[config.mk]
export PLATFORM = sky130hd
export DESIGN_NAME = rkt_ctrl
export DESIGN_NICKNAME = d
export VERILOG_FILES = /design/src/refcounted_key_table_with_id_allocator_defines.svh /design/src/rkt_pkg.sv /design/src/rkt_ctrl.sv
export SDC_FILE = /design/constraint.sdc
export NUM_CORES = 1
export LEC_CHECK = 0
export BUFFER_PORTS_ARGS = -buffer_cell sky130_fd_sc_hd__buf_2
export CAP_MARGIN = 20
export CORE_AREA = 2 2 39 41
export CTS_CLUSTER_DIAMETER = 100
export CTS_CLUSTER_SIZE = 12
export DETAILED_ROUTE_END_ITERATION = 12
export DIE_AREA = 0 0 41 43
export PLACE_DENSITY_LB_ADDON = 0.05
export SYNTH_ARGS = -nofsm -noshare
export SYNTH_HDL_FRONTEND = slang
export SYNTH_SLANG_ARGS = --single-unit
[constraint.sdc]
create_clock -name clk -period 1.2 [get_ports clk]
set_input_delay 0.24 -clock clk [delete_from_list [all_inputs] [get_ports clk]]
set_output_delay 0.24 -clock clk [all_outputs]
set_load 0.1 [all_outputs]
[src/refcounted_key_table_with_id_allocator_defines.svh]
// Assertion macros for the glyph key table.
// Included by the modules that carry concurrent checks; needs nothing else.
`ifndef REFCOUNTED_KEY_TABLE_WITH_ID_ALLOCATOR_DEFINES_SVH
`define REFCOUNTED_KEY_TABLE_WITH_ID_ALLOCATOR_DEFINES_SVH

// Property must hold at every clock edge outside reset.
`define RKT_ASSERT(lbl, clk, rstn, prop, msg) \
	lbl: assert property (@(posedge clk) disable iff (!rstn) (prop)) else $error(msg);

// Expression must never be true outside reset.
`define RKT_NEVER(lbl, clk, rstn, expr, msg) \
	lbl: assert property (@(posedge clk) disable iff (!rstn) !(expr)) else $error(msg);

`endif

[src/rkt_pkg.sv]
// Shared types and constants for the glyph key table.
// No dependencies.
`timescale 1ns / 1ps
package rkt_pkg;
	localparam int DEPTH   = 256;
	localparam int ID_W    = 8;
	localparam int PTR_W   = 9;
	localparam int CNT_W   = 16;
	localparam int KEY_W   = 40;

	localparam logic [2:0] CMD_REGISTER = 3'd0;
	localparam logic [2:0] CMD_REMOVE   = 3'd1;
	localparam logic [2:0] CMD_QUERY    = 3'd2;
	localparam logic [2:0] CMD_INC      = 3'd3;
	localparam logic [2:0] CMD_DEC      = 3'd4;
	localparam logic [2:0] CMD_ID2KEY   = 3'd5;

	localparam logic [2:0] ST_DONE      = 3'd0;
	localparam logic [2:0] ST_NOCHANGE  = 3'd1;
	localparam logic [2:0] ST_NOTFOUND  = 3'd2;
	localparam logic [2:0] ST_FULL      = 3'd3;
	localparam logic [2:0] ST_UNDERFLOW = 3'd4;

	typedef struct packed {
		logic load;
		logic scan_en;
		logic id_rd;
		logic cap;
		logic exec;
	} rkt_ctl_t;

	typedef struct packed {
		logic rd_vld;
		logic match;
		logic last;
	} rkt_sts_t;
endpackage

[src/rkt_ctrl.sv]
// Sequencer for the glyph key table: accept, scan or look up as the command needs, execute, respond.
// Depends on rkt_pkg.
`timescale 1ns / 1ps
module rkt_ctrl (
	input  logic              clk,
	input  logic              arst_n,
	input  logic              in_valid,
	output logic              in_ready,
	input  logic [2:0]        command,
	output logic              out_valid,
	input  logic              out_ready,
	input  rkt_pkg::rkt_sts_t sts,
	output rkt_pkg::rkt_ctl_t ctl
);
	import rkt_pkg::*;

	localparam logic [2:0] S_IDLE = 3'd0;
	localparam logic [2:0] S_SCAN = 3'd1;
	localparam logic [2:0] S_LOOK = 3'd2;
	localparam logic [2:0] S_WAIT = 3'd3;
	localparam logic [2:0] S_EXEC = 3'd4;
	localparam logic [2:0] S_RESP = 3'd5;

	logic [2:0] state_q, state_d;

	always_comb begin
		state_d = state_q;
		ctl = '0;
		in_ready = 1'b0;
		out_valid = 1'b0;
		case (state_q)
			S_IDLE: begin
				in_ready = 1'b1;
				if (in_valid) begin
					ctl.load = 1'b1;
					if (command inside {[CMD_REGISTER:CMD_DEC]})
						state_d = S_SCAN;
					else if (command == CMD_ID2KEY)
						state_d = S_LOOK;
					else
						state_d = S_EXEC;
				end
			end
			S_SCAN: begin
				ctl.scan_en = 1'b1;
				if (sts.rd_vld && (sts.match || sts.last)) begin
					ctl.cap = 1'b1;
					state_d = S_EXEC;
				end
			end
			S_LOOK: begin
				ctl.id_rd = 1'b1;
				state_d = S_WAIT;
			end
			S_WAIT: begin
				ctl.cap = 1'b1;
				state_d = S_EXEC;
			end
			S_EXEC: begin
				ctl.exec = 1'b1;
				state_d = S_RESP;
			end
			S_RESP: begin
				out_valid = 1'b1;
				if (out_ready)
					state_d = S_IDLE;
			end
			default: state_d = S_IDLE;
		endcase
	end

	always_ff @(posedge clk or negedge arst_n) begin
		if (!arst_n)
			state_q <= S_IDLE;
		else
			state_q <= state_d;
	end
endmodule

==> results.sh, run 1 <==
export IMPL_overflow=0
export IMPL_reg2reg_from="state_q[1]"
export IMPL_wl_per_cell_um=10.46
export IMPL_synth_largest_area_cell="dfrtp_1"
export IMPL_status="finished, violations left"
export IMPL_top_register="state_q"
export IMPL_postSynthCellCount=30
export IMPL_vias=331
export IMPL_synth_seq_cells=3
export IMPL_critical_path_class="register to output port"
export IMPL_ios=17
export IMPL_arrival_ns=1.21
export IMPL_synth_warnings=0
export IMPL_period_needed_ns=1.451
export IMPL_antenna_found_initial=0
export IMPL_finalHoldViolCount=0
export IMPL_core_area_mm2=0.001384
export IMPL_drive_gt1_share_pct=74.14
export IMPL_grt_max_degree=8
export IMPL_max_clock_path_buffers=2
export IMPL_syn_num_nets=40
export IMPL_wirelength_um=774
export IMPL_hp_class="input port to register"
export IMPL_largestRegisters="state_q: 3 flops"
export IMPL_synthAdderAreaFrac_pct=0
export IMPL_cts_buffers=3
export IMPL_h_tree_depth=1
export IMPL_synth_top_family_by_area="compound AO/OA/AOI/OAI gates"
export IMPL_synth_compound_area_share_pct=29.17
export IMPL_syn_to_final_growth_pct=151.0
export IMPL_syn_avg_cell_area_um2=8.008
export IMPL_critPathRequiredTime_ns=0.96
export IMPL_clk_latency_ns=0.23
export IMPL_crit_path_start="state_q[1]"
export IMPL_antenna_left=0
export IMPL_drv_slew=0
export IMPL_synth_ff_type="dfrtp_1"
export IMPL_worst_pin_slew_ns=0.2443
export IMPL_drt_pass1_iter_count=2
export IMPL_largest_reg_flops=3
export IMPL_clock_tree_root_cell="clkbuf_4"
export IMPL_tritoncts="done"
export IMPL_start_util_pct=17.36
export IMPL_async_flop_share_pct=100.0
export IMPL_final_area_um2=603.1
export IMPL_grt_pass1_wl_um=1297
export IMPL_clk_pin_slew_worst_paths_ns=0.03
export IMPL_drc_errors=0
export IMPL_vias_per_cell=4.473
export IMPL_die_area_mm2=0.001763
export IMPL_yosysTopAreaCellShare_pct=31.25
export IMPL_crit_path_start_kind="register"
export IMPL_layout_nets=69
export IMPL_muxShareOfSynthArea_pct=4.167
export IMPL_violations="negative setup slack"
export IMPL_fp_dieH_um=43
export IMPL_fmax_mhz=689.0
export IMPL_finalClockSkew_ns=0.0004222
export IMPL_fin_crit_sh_pct=120.9
export IMPL_max_cap_violations=0
export IMPL_dpl_hpwl_um=667.6
export IMPL_synth_distinct_cells=21
export IMPL_critPathCaptureType="output port"
export IMPL_cts_sinks=3
export IMPL_drt_iter0_markers=1
export IMPL_min_delay_start="out_ready"
export IMPL_ys_top_cells_by_area="dfrtp_1, and3_2, nor2_1"
export IMPL_syn_area_um2=240.2
export IMPL_grt_setup_unrepaired="yes"
export IMPL_setup_viol=8
export IMPL_yosysSeqAreaShare_pct=31.25
export IMPL_worst_path_max_fanout=6
export IMPL_synthXorXnorAreaFrac_pct=0
export IMPL_synthTopCellsByCount="dfrtp_1, nor2_1"
export IMPL_gp_congestion=0.6794
export IMPL_placed_area_um2=525.5
export IMPL_yosys_area_share_simple_pct=27.08
export IMPL_rows=14
export IMPL_io_buffers=16
export IMPL_die_w_um=41
export IMPL_grt_pass1_vias=317
export IMPL_num_antenna_cells=0
export IMPL_synth_edf_count=0
export IMPL_setup_tns_ns=-1.547
export IMPL_gr_usage_all_layers_pct=11.09
export IMPL_fin_util_pct=43.58
export IMPL_fin_ws_ns=-0.2513
export IMPL_relSlewSlack_pct=83.71
-- placed cells by master, fill, tap and decap left out, drive strengths merged --
cell type     n
dlygate4sd3   1
a21boi        1
nand2b        1
nor2          3
clkbuf        4
nor3          2
buf          25
a311oi        1
inv           2
nand4b        1
mux2i         1
a21oi         2
and3          2
a211oi        1
nand2         2
o21ai         3
a2bb2oi       1
and2          1
dfrtp         3
a221oi        1
-- per-stage QoR --
| step | hold slack (ns) | setup WS (ns) | std cells |
|---|---|---|---|
| global route | 0.2447 | -0.3229 | 74 |
| finish | 0.2323 | -0.2513 | 74 |
| detailed placement | 0.03702 | -0.04772 | 67 |
| CTS | 0.2298 | -0.2873 | 73 |
| global placement | 0.03624 | -0.04161 | 67 |
| floorplan | -0.05559 | -0.8709 | 30 |
-- area by class of cell --
| type | count | area, um^2 |
|---|---|---|
| Clock buffer | 4 | 26.28 |
| Fill cell | 148 | 780.7 |
| Inverter | 2 | 7.507 |
| Multi-Input combinational cell | 23 | 205.2 |
| Sequential cell | 3 | 77.57 |
| Tap cell | 16 | 20.02 |
| Timing Repair Buffer | 26 | 266.5 |
-- worst paths after layout --
kind                                   end  slack (ns)  cells past startpoint
max in group asynchronous       state_q[2]        0.75                      2
worst max-delay path                ctl[1]       -0.25                      4
min in group asynchronous       state_q[1]        0.34                      2
worst max register to register  state_q[2]       -0.02                      5
worst min-delay path            state_q[2]        0.23                      2
worst min register to register  state_q[2]        0.71                      2
-- worst max-delay path: stages (launching register included) --
cell and delay (ns):
dfrtp_1 0.41, inv_2 0.10, buf_4 0.15, a21oi_4 0.14, buf_12 0.19
-- routing by layer --
layer | track usage [%] | vias to the layer above | share of wire [%]
li1 | - | 165 | -
met1 | 12.38 | 154 | 37
met2 | 17.81 | 12 | 58
met3 | 1.571 | 0 | 5.2
met4 | 8.000 | 0 | 0
met5 | 0 | - | 0
-- logic make-up (layout without fill, tap and decap cells) --
| logic type | after synthesis | count (layout) |
|---|---|---|
| muxes | 1 | 1 |
| buffers and inverters | 4 | 32 |
| AOI/OAI and AO/OA | 10 | 10 |
| and+or+nand+nor | 12 | 12 |
| DFF | 3 | 3 |
-- timing repair --
action	CTS	global route
buffers inserted	1	1
hold buffers	1	0
gates resized for setup	5	3
setup endpoints to repair	8	9
pin swaps	3	1
endpoints found under the hold margin	3	0
Power of run 1 is left out: the tool's default activity adds up to more than one toggle a clock period on the data nets, which glitch-free logic cannot reach.
==> inputs of run 2 (changes only) <==
--- a/config.mk
+++ b/config.mk
@@ -13,6 +13,7 @@
 export DETAILED_ROUTE_END_ITERATION = 12
 export DIE_AREA = 0 0 41 43
 export PLACE_DENSITY_LB_ADDON = 0.05
+export SETUP_SLACK_MARGIN = 0.5
 export SYNTH_ARGS = -nofsm -noshare
 export SYNTH_HDL_FRONTEND = slang
 export SYNTH_SLANG_ARGS = --single-unit
==> constraint.sdc (replaced) <==
create_clock -name clk -period 1.43 [get_ports clk]
set_input_delay 0.286 -clock clk [delete_from_list [all_inputs] [get_ports clk]]
set_output_delay 0.286 -clock clk [all_outputs]
set_load 0.1 [all_outputs]
==> results.sh, run 2 (same netlist as run 1, synthesis figures left out) <==
export IMPL_multi_input_area_um2=222.7
export IMPL_drt_pass1_iter_count=1
export IMPL_worst_path_max_fanout=4
export IMPL_antenna_found_initial=0
export IMPL_arrival_ns=1.24
export IMPL_rows=14
export IMPL_h_tree_depth=1
export IMPL_grt_pass1_wl_um=1317
export IMPL_clk_pin_slew_worst_paths_ns=0.04
export IMPL_finalHoldViolCount=0
export IMPL_num_antenna_cells=0
export IMPL_rrSetupSlack_ns=0.19
export IMPL_cts_buffers=3
export IMPL_min_to="state_q[2]"
export IMPL_cts_sinks=3
export IMPL_crit_path_start_kind="register"
export IMPL_die_w_um=41
export IMPL_wl_per_cell_um=12.47
export IMPL_overflow=0
export IMPL_critical_path_class="register to output port"
export IMPL_dp_cells=63
export IMPL_fmax_mhz=653.7
export IMPL_vias=327
export IMPL_syn_to_final_growth_pct=156.8
export IMPL_critPathRequiredTime_ns=1.14
export IMPL_max_cap_violations=0
export IMPL_start_util_pct=17.36
export IMPL_setup_viol=6
export IMPL_drive_gt1_share_pct=80.36
export IMPL_top_register="state_q"
export IMPL_grt_max_degree=10
export IMPL_fin_util_pct=44.57
export IMPL_stdcell_count=72
export IMPL_core_area_mm2=0.001384
export IMPL_period_needed_ns=1.530
export IMPL_final_common_cell="buf_2"
export IMPL_fin_ws_ns=-0.09982
export IMPL_tritoncts="done"
export IMPL_hp_class="input port to register"
export IMPL_slowest_delay_ns=0.43
export IMPL_grt_pass1_vias=293
export IMPL_clk_latency_ns=0.23
export IMPL_finalClockSkew_ns=0.006330
export IMPL_fp_dieH_um=43
export IMPL_max_clock_path_buffers=2
export IMPL_min_delay_start="out_ready"
export IMPL_gp_congestion=0.7485
export IMPL_status="finished, violations left"
export IMPL_gr_usage_all_layers_pct=11.30
export IMPL_vias_per_cell=4.542
export IMPL_placed_area_um2=495.5
export IMPL_register_area_um2=78.83
export IMPL_layout_nets=67
export IMPL_wirelength_um=898
export IMPL_violations="negative setup slack"
export IMPL_hold_depth=2
export IMPL_reg2reg_from="state_q[2]"
export IMPL_ff2ff_path_depth=5
export IMPL_drc_errors=0
export IMPL_layout_common_cells="buf_2, buf_12, buf_4"
export IMPL_die_area_mm2=0.001763
export IMPL_final_area_um2=616.8
export IMPL_fin_crit_sh_pct=107.0
export IMPL_ios=17
export IMPL_worst_pin_slew_ns=0.2624
export IMPL_cp_cell_sequence="nor3_4, and2_4, buf_12"
export IMPL_relSlewSlack_pct=82.50
export IMPL_crit_slowest_cell="dfrtp_2"
export IMPL_critPathCaptureType="output port"
export IMPL_antenna_left=0
export IMPL_clock_tree_root_cell="clkbuf_4"
export IMPL_place_ws_ns=0.05650
export IMPL_drt_iter0_markers=0
export IMPL_r2r_end="state_q[2]"
export IMPL_dpl_hpwl_um=647.2
export IMPL_largest_reg_flops=3
export IMPL_grt_setup_unrepaired="yes"
export IMPL_fillers=143
export IMPL_drv_slew=0
export IMPL_largestRegisters="state_q: 3 flops"
export IMPL_io_buffers=16
==> run 2: layout make-up <==
class                   instances  area share (%)
well taps                      16           3.245
multi-input cells              23           36.11
repair buffers                 24           41.99
clock buffers                   4           4.260
flip-flops and latches          3           12.78
inverters                       2           1.623
==> run 2: how the worst max path moves through the flow <==
stage	start	end	slack [ns]	depth (start not counted)
floorplan	state_q[2]	ctl[4]	-0.69	3
global placement	state_q[1]	ctl[2]	0.09	3
detailed placement	state_q[1]	ctl[2]	0.06	3
CTS	state_q[2]	ctl[4]	-0.11	3
global route	state_q[0]	ctl[4]	-0.15	3
finish	state_q[2]	ctl[4]	-0.1	3
==> run 2: critical path: cells and delay by family (launching register included) <==
kind / cells / cell delay (ns)
buf+inv: 1 / 0.16
flops: 1 / 0.43
simple gates: 2 / 0.41
==> run 2: metrics by stage <==
stage          TNS [ns]  hold WS [ns]
5_1_grt         -0.5596        0.3234
3_3_place_gp          0       0.08146
4_1_cts         -0.4557        0.2751
2_1_floorplan    -2.017     -0.009591
3_5_place_dp          0       0.08547
6_report        -0.3056        0.3107
==> run 2: routing by layer <==
| layer | wire [um] | up-vias | global-route usage (%) | share of wire (%) |
|---|---|---|---|---|
| li1 | - | 163 | - | - |
| met1 | 364 | 152 | 14.38 | 41 |
| met2 | 482 | 12 | 16.56 | 54 |
| met3 | 50 | 0 | 4.712 | 5.6 |
| met4 | 0 | 0 | 4.000 | 0 |
| met5 | 0 | - | 0 | 0 |
==> run 2: repair_timing <==
action                                  CTS  global route
hold buffers                              1             0
buffers inserted                          2             2
endpoints found under the setup margin   10            10
resized for setup                         9            10
pin swaps                                 5             1
hold endpoints to repair                  3             0
Power of run 2 is left out for the same reason.
==> inputs of run 3 (changes only) <==
--- a/config.mk
+++ b/config.mk
@@ -5,6 +5,7 @@
 export SDC_FILE = /design/constraint.sdc
 export NUM_CORES = 1
 export LEC_CHECK = 0
+export ABC_AREA = 1
 export BUFFER_PORTS_ARGS = -buffer_cell sky130_fd_sc_hd__buf_2
 export CAP_MARGIN = 20
 export CORE_AREA = 2 2 39 41
==> constraint.sdc (replaced) <==
create_clock -name clk -period 1.45 [get_ports clk]
set_input_delay 0.29 -clock clk [delete_from_list [all_inputs] [get_ports clk]]
set_output_delay 0.29 -clock clk [all_outputs]
set_load 0.1 [all_outputs]
==> results.sh, run 3 <==
export IMPL_status="finished, violations left"
export IMPL_violations="negative setup slack"
export IMPL_layout_nets=87
export IMPL_h_tree_depth=1
export IMPL_die_w_um=41
export IMPL_synth_warnings=0
export IMPL_ios=17
export IMPL_crit_path_start_kind="register"
export IMPL_synth_ff_type="dfrtp_1"
export IMPL_setup_viol=4
export IMPL_drt_pass1_iter_count=4
export IMPL_wirelength_um=875
export IMPL_fin_ws_ns=-0.03963
export IMPL_layout_common_cells="buf_2, buf_4, buf_12"
export IMPL_antenna_found_initial=0
export IMPL_grt_pass1_vias=344
export IMPL_start_util_pct=19.08
export IMPL_largestRegisters="state_q: 3 flops"
export IMPL_relSlewSlack_pct=81.48
export IMPL_gr_usage_all_layers_pct=10.83
export IMPL_vias_per_cell=4.098
export IMPL_drt_iter0_markers=2
export IMPL_grt_setup_unrepaired="yes"
export IMPL_max_cap_violations=0
export IMPL_antenna_left=0
export IMPL_synth_most_common_cell="nand2_1"
export IMPL_rows=14
export IMPL_die_area_mm2=0.001763
export IMPL_max_clock_path_buffers=2
export IMPL_clk_latency_ns=0.23
export IMPL_critPathCaptureType="output port"
export IMPL_ys_top_cells_by_area="dfrtp_1, nand2_1, inv_1"
export IMPL_critical_path_class="register to output port"
export IMPL_grt_max_degree=5
export IMPL_synth_edf_count=0
export IMPL_clock_tree_root_cell="clkbuf_4"
export IMPL_cts_buffers=3
export IMPL_top_register="state_q"
export IMPL_cts_sinks=3
export IMPL_synth_distinct_cells=12
export IMPL_fin_crit_sh_pct=102.7
export IMPL_clk_pin_slew_worst_paths_ns=0.04
export IMPL_synth_largest_area_cell="dfrtp_1"
export IMPL_io_buffers=16
export IMPL_syn_avg_cell_area_um2=6.000
export IMPL_yosysSeqAreaShare_pct=28.44
export IMPL_hp_class="input port to register"
export IMPL_yosysTopAreaCellShare_pct=28.44
export IMPL_async_flop_share_pct=100.0
export IMPL_vias=377
export IMPL_fp_dieH_um=43
export IMPL_finalHoldViolCount=0
export IMPL_largest_reg_flops=3
export IMPL_drv_slew=0
export IMPL_drive_gt1_share_pct=77.63
export IMPL_period_needed_ns=1.490
export IMPL_place_ws_ns=0.1472
export IMPL_synthTopCellsByCount="nand2_1, inv_1, nor2_1, nor2_2, dfrtp_1"
export IMPL_worst_pin_slew_ns=0.2749
export IMPL_overflow=0
export IMPL_grt_pass1_wl_um=1324
export IMPL_syn_area_um2=264.0
export IMPL_drc_errors=0
export IMPL_gp_congestion=0.7089
export IMPL_syn_to_final_growth_pct=164.0
export IMPL_postSynthCellCount=44
export IMPL_critPathRequiredTime_ns=1.16
export IMPL_fmax_mhz=671.3
export IMPL_dpl_hpwl_um=600.7
export IMPL_synth_seq_cells=3
export IMPL_num_antenna_cells=0
export IMPL_tritoncts="done"
export IMPL_core_area_mm2=0.001384
export IMPL_finalClockSkew_ns=0.001832
export IMPL_worst_path_max_fanout=4
export IMPL_syn_num_nets=54
export IMPL_wl_per_cell_um=9.511
export IMPL_arrival_ns=1.20
[run 3: cell types whose count changed in the layout (fill, tap and decap cells not counted), moves of 2 or more]
cell        before  now
nand2_4          1    4
nand2_2          0    4
nor2_1           1    5
buf_4            4    9
nor2_2           0    2
nand2_1          1    5
nor2_4           2    5
clkinvlp_4       0    3
inv_1            0    3
[run 3: layer usage]
metal	global-route usage (%)	routed length, um
met1	14.10	348
met2	16.25	481
met3	3.141	45
met4	4.000	0
met5	0	0
[run 3: critical path, cell delays in order, from the launching register on]
cell,delay (ns)
dfrtp_2,0.43
nor2_4,0.16
nand2_4,0.09
nor2_4,0.10
buf_12,0.18
[run 3: logic make-up (layout without fill, tap and decap cells)]
kind of cell	after synthesis	in the layout	synth area share, %
AO/OA/AOI/OAI	5	5	12.32
flip-flops	3	3	28.44
AND/OR/NAND/NOR	27	27	46.45
buffers and inverters	9	41	12.80
[run 3: stage by stage]
step / instances / util, % / hold WS (ns) / setup TNS [ns] / instance area [um^2]
2_1_floorplan: 44 / - / -0.005591 / -0.07783 / 315.3
3_3_place_gp: 78 / 38.70 / 0.08880 / 0 / 535.5
6_report: 92 / 50.36 / 0.3356 / -0.07156 / 696.9
5_1_grt: 92 / 50.36 / 0.3478 / -0.3456 / 696.9
4_1_cts: 89 / 47.56 / 0.3448 / -0.08209 / 658.1
3_5_place_dp: 78 / 38.70 / 0.08993 / 0 / 535.5
[run 3: area by class of cell]
type / instances / area (um^2)
fill: 143 / 686.9
multi-input combinational: 32 / 239.0
clock buffer: 4 / 26.28
inverter: 9 / 47.55
timing repair buffer: 28 / 285.3
sequential: 3 / 78.83
tap: 16 / 20.02
[run 3: worst paths after layout]
check                                start         end  slack (ns)  cells after the start
worst max-delay path            state_q[0]      ctl[4]       -0.04                      4
worst min-delay path              in_valid  state_q[0]        0.34                      3
worst max register to register  state_q[0]  state_q[1]        0.13                      8
worst min register to register  state_q[0]  state_q[1]        0.68                      3
max in group asynchronous           arst_n  state_q[0]        0.94                      2
min in group asynchronous           arst_n  state_q[2]        0.39                      2
[run 3: what timing repair did]
action,in CTS,in global routing
buffers inserted,6,3
hold endpoints to repair,3,0
hold buffers,1,0
gates resized for setup,13,5
setup endpoints to repair,10,10
pin swaps,6,4
Power of run 3 is left out for the same reason.
